==> config.mk <==
export PLATFORM = sky130hd
export DESIGN_NAME = tbec_front
export DESIGN_NICKNAME = d
export VERILOG_FILES = /design/src/design/trace_block_event_collator_assert.svh /design/src/design/tbec_pkg.sv /design/src/design/tbec_front.sv
export SDC_FILE = /design/constraint.sdc
export NUM_CORES = 1
export LEC_CHECK = 0
export BUFFER_PORTS_ARGS = -buffer_cell sky130_fd_sc_hd__buf_4
export CAP_MARGIN = 15
export CORE_MARGIN = 4
export CORE_UTILIZATION = 52
export DETAILED_ROUTE_END_ITERATION = 10
export GPL_TIMING_DRIVEN = 0
export PLACE_DENSITY = 0.84
export SLEW_MARGIN = 20
export SYNTH_ARGS = -nofsm -noshare
export SYNTH_HDL_FRONTEND = slang
export SYNTH_SLANG_ARGS = --single-unit
==> constraint.sdc <==
create_clock -name clk -period 9.1 [get_ports clk]
set_clock_uncertainty 0.1 [all_clocks]
set_input_delay 1.365 -clock clk [delete_from_list [all_inputs] [get_ports clk]]
set_output_delay 1.365 -clock clk [all_outputs]
set_load 0.05 [all_outputs]
==> src/design/trace_block_event_collator_assert.svh <==
// ----------------------------------------------------------------------------
// Assertion macros for the trace block event collator
// Shared property forms, clocked on clk and disabled during reset.
// ----------------------------------------------------------------------------
`ifndef TRACE_BLOCK_EVENT_COLLATOR_ASSERT_SVH
`define TRACE_BLOCK_EVENT_COLLATOR_ASSERT_SVH

// Same-cycle implication
`define TBEC_ASSERT_IMP(label, ante, cons, msg) \
	label: assert property (@(posedge clk) disable iff (!arst_n) (ante) |-> (cons)) \
		else $error(msg);

// Next-cycle implication
`define TBEC_ASSERT_NXT(label, ante, cons, msg) \
	label: assert property (@(posedge clk) disable iff (!arst_n) (ante) |=> (cons)) \
		else $error(msg);

`endif

==> src/design/tbec_pkg.sv <==
// ----------------------------------------------------------------------------
// tbec_pkg
// Types, sizes and helpers shared by the trace block event collator.
// ----------------------------------------------------------------------------
package tbec_pkg;

	localparam int THREADS     = 8;
	localparam int LANE_W      = $clog2(THREADS);
	localparam int LANE_CNT_W  = $clog2(THREADS + 1);
	localparam int STACK_DEPTH = 16;
	localparam int SP_W        = $clog2(STACK_DEPTH);
	localparam int DEPTH_W     = $clog2(STACK_DEPTH + 1);
	localparam int MAX_REGIONS = 4096;
	localparam int REG_CNT_W   = $clog2(MAX_REGIONS + 1);
	localparam int MEM_DEPTH   = THREADS * STACK_DEPTH;
	localparam int ADDR_W      = LANE_W + SP_W;
	localparam int KEY_W       = 24;
	localparam int CLK_W       = 64;
	localparam int FRAME_W     = 32;
	localparam int OFF_W       = 32;

	typedef enum logic [1:0] {
		OP_FRAME   = 2'd0,
		OP_BEGIN   = 2'd1,
		OP_END     = 2'd2,
		OP_RESTART = 2'd3
	} op_t;

	typedef enum logic [1:0] {
		KIND_REGION = 2'd0,
		KIND_FRAME  = 2'd1,
		KIND_DROP   = 2'd2
	} kind_t;

	localparam logic [1:0] CFG_SCOPE_TOP   = 2'd0;
	localparam logic [1:0] CFG_SCOPE_UNIT  = 2'd1;
	localparam logic [1:0] CFG_SCOPE_INDEX = 2'd2;

	// Classified item handed from front to back
	typedef struct packed {
		logic               is_frame;
		logic               is_begin;
		logic               is_end;
		logic               is_restart;
		logic [31:0]        tid;
		logic [KEY_W-1:0]   key;
		logic [CLK_W-1:0]   clk;
	} item_t;

	// One open block on a lane's stack
	typedef struct packed {
		logic [KEY_W-1:0]   key;
		logic [CLK_W-1:0]   clk;
		logic [FRAME_W-1:0] frame;
	} entry_t;

	// Offset from frame begin, floored at zero and saturated to 32 bits
	function automatic logic [OFF_W-1:0] sat_off(input logic [CLK_W-1:0] c,
			input logic [CLK_W-1:0] f);
		logic [CLK_W:0] d;
		d = {1'b0, c} - {1'b0, f};
		if (d[CLK_W])
			return '0;
		else if (|d[CLK_W-1:OFF_W])
			return '1;
		else
			return d[OFF_W-1:0];
	endfunction

endpackage

==> src/design/tbec_front.sv <==
// ----------------------------------------------------------------------------
// tbec_front
// Accepts trace events, decodes the operation and queues them for the back.
// ----------------------------------------------------------------------------
module tbec_front (
	input  logic                  clk,
	input  logic                  arst_n,
	input  logic                  in_valid,
	output logic                  in_stall,
	input  logic [1:0]            op,
	input  logic [31:0]           thread_id,
	input  logic [7:0]            record_unit,
	input  logic [15:0]           record_index,
	input  logic [63:0]           clock_req,
	output logic                  q_valid,
	output tbec_pkg::item_t       q_item,
	input  logic                  q_take
);

	tbec_pkg::item_t ent_q [2];
	logic            wr_ptr_q;
	logic            rd_ptr_q;
	logic [1:0]      count_q;
	logic            push;
	tbec_pkg::item_t dec;
	tbec_pkg::op_t   op_dec;

	// Decode the operation into one flag per class
	always_comb begin
		op_dec         = tbec_pkg::op_t'(op);
		dec.is_frame   = 1'b0;
		dec.is_begin   = 1'b0;
		dec.is_end     = 1'b0;
		dec.is_restart = 1'b0;
		unique case (op_dec)
			tbec_pkg::OP_FRAME:   dec.is_frame   = 1'b1;
			tbec_pkg::OP_BEGIN:   dec.is_begin   = 1'b1;
			tbec_pkg::OP_END:     dec.is_end     = 1'b1;
			tbec_pkg::OP_RESTART: dec.is_restart = 1'b1;
			default:              dec.is_restart = 1'b1;
		endcase
		dec.tid = thread_id;
		dec.key = {record_unit, record_index};
		dec.clk = clock_req;
	end

	assign in_stall = (count_q == 2'd2);
	assign push     = in_valid && !in_stall;
	assign q_valid  = (count_q != 2'd0);
	assign q_item   = ent_q[rd_ptr_q];

	// Advance queue pointers and occupancy
	always_ff @(posedge clk or negedge arst_n) begin
		if (!arst_n) begin
			wr_ptr_q <= 1'b0;
			rd_ptr_q <= 1'b0;
			count_q  <= 2'd0;
		end else begin
			if (push)
				wr_ptr_q <= !wr_ptr_q;
			if (q_take)
				rd_ptr_q <= !rd_ptr_q;
			count_q <= count_q + 2'(push) - 2'(q_take);
		end
	end

	// Store the decoded item
	always_ff @(posedge clk) begin
		if (push)
			ent_q[wr_ptr_q] <= dec;
	end

endmodule

### Yosys cells after proc, flatten, opt, wreduce, memory -nomap -nowiden

Memory sizes are Yosys's and may differ from the RTL's.
Cells that the tools add are included.

| operators by class | value |
|---|---|
| reduce and logical (&&, ||, !) cells | 6 |
| equality and inequality tests | 4 |
| mux-type cells | 6 |
| add/sub/neg operators | 2 |

Operator list:

| kind | number |
|---|---|
| == test 2 bit (second input constant) | 3 |
| 2-to-1 mux 1 bit | 6 |
| zero test 1 bit | 3 |
| adder 2 x 1 -> 2 bit | 1 |
| == test 2 x 1 -> 1 bit (second input constant) | 1 |
| zero test 2 bit | 1 |
| nonzero test 2 bit | 1 |
| subtractor 2 x 1 -> 2 bit | 1 |
| logical AND 1 bit | 1 |

| word-level totals | value |
|---|---|
| bits of input ports | 126 |
| memories kept | 1 |
| logic and storage cells | 22 |
| bits in writable memories | 248 |
| register bits after elaboration | 4 |

Memories:

| memory | words | bits a word | read ports | clocked after memory_dff | wr ports | RTL line | RTL |
|---|---|---|---|---|---|---|---|
| ent_q | 2 | 124 | 1 | 0 | 1 | tbec_front.sv:20 | `tbec_pkg::item_t ent_q [2];` |

### Longest topological paths before layout

| logic depth | value |
|---|---|
| depth in word-level cells | 5 |
| mapped depth | 7 |

### Worst setup path before layout

No wires, ideal clock.

| timing | value |
|---|---|
| path type | input-to-reg |
| start point | input in_valid |
| end point | memory ent_q[0][0] (netlist name), enable pin |
| cell stages on the path | 2 |
| required time | 8392 ps |
| slack | 1780 ps |
| arrival time | 6612 ps |
| buffers on the path | 0 |
| cells stage by stage | nand2_1 > nor2_1 |

| on the way | value |
|---|---|
| cells in the longest elaborated chain, start to end | 3 |

RTL lines:

| what | RTL line | RTL |
|---|---|---|
| start: declaration | tbec_front.sv:8 | `input logic in_valid,` |
| logical AND 1 bit | tbec_front.sv:48 | `assign push = in_valid && !in_stall;` |
| 2-to-1 mux 1 bit | tbec_front.sv:69 | `if (push)` |
| 2-to-1 mux 1 bit (not written as such) | tbec_front.sv:70 | `ent_q[wr_ptr_q] <= dec;` |
| end: declaration | tbec_front.sv:20 |  |

Every way passes these cells.

==> impl_metrics.tcl <==
set metrics [dict create \
    status "completed" \
    synthCells 407 \
    overflow 0 \
    cts_buffer_depth 3 \
    yosys_warnings 0 \
    synth.distinct_cells 17 \
    r2r_start "count_q[1]" \
    endpoint_kind "output pin" \
    slowest_delay_ns 0.35 \
    cap_violations 0 \
    dr_wl_met2_um 9690 \
    diodes 0 \
    ctsHoldBuffers 0 \
    multi_input_area_um2 1710 \
    hp-start "count_q[0]" \
    die-area_um2 20200 \
    cts_sinks 252 \
    row_count 48 \
    hold_depth 1 \
    htreeDepth 1 \
    drtAntennaViolNets 0 \
    ios 252 \
    power_density_nw_per_um2 384 \
    routed_via_density 5.22 \
    path_cells "buf_6 > buf_6 > buf_6 > mux2_4 > buf_4" \
    drc_errors 0 \
    crit_slowest_cell "dfrtp_1" \
    clk_latency_ns 0.50 \
    vias 4869 \
    die_w_um 142 \
    grt_pass1_wl_um 28400 \
    tightest_slew_ns 0.664 \
    met1_length_um 6700 \
    critPathArrivalTime_ns 1.90 \
    dpl.cell_count 890 \
    synth-seq-cells 252 \
    p_leak_nw 4.84 \
    grt.total_usage_pct 17.9 \
    path_class "reg -> out" \
    timing.slew.headroom_pct 55.7 \
    power.total_mw 4.79 \
    drt_iter0_markers 244 \
    top_layer_used "met4" \
    path_clk_slew_ns 0.06 \
    yosysSeqAreaShare_pct 80.6 \
    min_to "count_q[0]" \
    finalCritPeriodShare_pct 37.0 \
    startpoint_type "flop" \
    setup_tns_ns 0 \
    finalHoldViolations 0 \
    wl_um 18900 \
    cts_tree "done" \
    grt_antenna_before_repair 0 \
    drv_slew 0 \
    crit_path_max_fanout 10 \
    ir_drop_uv 276 \
    reg2reg_to "ent_q[0][94]" \
    clock.fmax_mhz 297 \
    worst_ep_required_time_ns 7.64 \
    cts_resized 0 \
    synth.cell_area_um2 9360 \
    post-dp-hpwl_um 13300 \
    rr_worst_depth 6 \
    die_y_um 142 \
    min_path_type "reg -> reg" \
    cts_root_buf "clkbuf_16" \
    regArea_um2 7550 \
    crit_path_frequent_cell "buf_6" \
    core_area_um2 17500 \
    syn_to_final_growth_pct 33.2 \
    drtPass1Iterations 6 \
    syn_nets 535 \
    rsz0062_at_grt "no" \
    start_util_pct 53.6 \
    n_fill_cell 1070 \
    routed-wl-met3_um 1920 \
    wire_per_inst_um 20.3 \
    final_cells 933 \
    grt_pass1_vias 5290 \
    drive_gt1_share_pct 61.0 \
    fin_nets 820 \
    grt_max_degree 50 \
    setup_violations 0 \
    numCtsBuffers 25 \
    hold_ws_ns 0.452 \
    syn_avg_cell_area_um2 23.0 \
    gp_congestion 0.780 \
    finalCriticalPeriod_ns 3.37 \
    ff2ff_setup_slack_ns 6.80 \
    port-buffer-count 251 \
    cts_setup_buffers 0 \
]
-- final cells by class --
class / instances / area share (%)
multi-input combinational: 139 / 13.7
tap: 225 / 2.26
timing repair buffer: 258 / 16.5
sequential: 252 / 60.5
clock inverter: 7 / 0.461
inverter: 2 / 0.0602
buffer: 14 / 0.913
clock buffer: 36 / 5.59
-- state kept, by name, indices dropped and copies added (netlist names) --
register and cells:
count_q 2, ent_q 248, rd_ptr_q 1, wr_ptr_q 1
-- per-layer routing --
layer  up-vias  track usage (%)
li1       2180                -
met4         0             5.76
met2       237             31.1
met3        50             5.88
met1      2402             21.1
met5         -                0
-- per-stage QoR --
step	util, %	area, um^2	setup WS (ns)
2_1_floorplan	-	9360	1.78
3_3_place_gp	66.0	11500	-0.738
3_5_place_dp	67.0	11700	5.86
4_1_cts	71.4	12500	5.66
5_1_grt	71.4	12500	5.65
6_report	71.4	12500	5.73
-- critical path: cells and delay by family (launching register included) --
kind                   cells  cell delay (ns)
flip-flops                 1             0.35
multiplexers               1             0.32
buffers and inverters      4             0.73
-- kinds of logic after synthesis --
group / count (synthesis) / synth area share [%]
buffers and inverters: 16 / 1.30
and+or+nand+nor: 9 / 0.521
xor gates and xnor gates: 4 / 0.374
muxes: 124 / 16.9
DFF: 252 / 80.6
adders and majority gates: 2 / 0.267
-- power breakdown --
part           switching (mW)  internal, mW  leakage, nW
Sequential             0.0650          1.58         2.35
Combinational            1.42         0.774         2.12
Clock                   0.391         0.555        0.372
-- layout by cell type (no fill, tap or decap) --
master / Yosys / layout
buf_4: 0 / 251
edfxtp_1: 248 / 248
mux2_2: 74 / 74
mux2_4: 50 / 50
clkbuf_16: 0 / 25
clkbuf_1: 0 / 8
buf_6: 7 / 7
buf_2: 7 / 7
buf_16: 0 / 5
clkinv_2: 0 / 4
dfrtp_1: 4 / 4
xnor2_1: 3 / 3
clkbuf_8: 0 / 3
inv_1: 2 / 2
nor2b_1: 2 / 2
ha_1: 2 / 2
clkinv_1: 0 / 2
buf_12: 0 / 2
nand2b_1: 1 / 1
nand2_1: 1 / 1
nor2_4: 0 / 1
or2_2: 1 / 1
and2_1: 1 / 1
nor2_1: 2 / 1
and3_4: 0 / 1
xor2_1: 1 / 1
bufinv_16: 0 / 1
-- synth_stat cells (all sizes together) --
library cell / number / share of area [%]
xor2: 1 / 0.094
nand2: 1 / 0.040
buf: 14 / 1.2
nor2: 2 / 0.080
dfrtp: 4 / 1.1
nand2b: 1 / 0.067
and2: 1 / 0.067
mux2: 124 / 17
xnor2: 3 / 0.28
or2: 1 / 0.067
edfxtp: 248 / 80
and3: 1 / 0.067
nor2b: 2 / 0.13
inv: 2 / 0.080
ha: 2 / 0.27
-- worst max-delay path by stage --
stage	startpoint	slack [ns]	cells past startpoint	endpoint
after floorplan	in_valid	1.78	2	ent_q[0][0]
after global placement	in_valid	-0.74	3	ent_q[0][16]
after detailed placement	in_valid	5.86	6	ent_q[0][102]
after CTS	rd_ptr_q	5.66	4	q_item[51]
after global routing	rd_ptr_q	5.65	5	q_item[103]
final	rd_ptr_q	5.73	5	q_item[90]
Note: power is estimated with default switching activity, not from simulation.
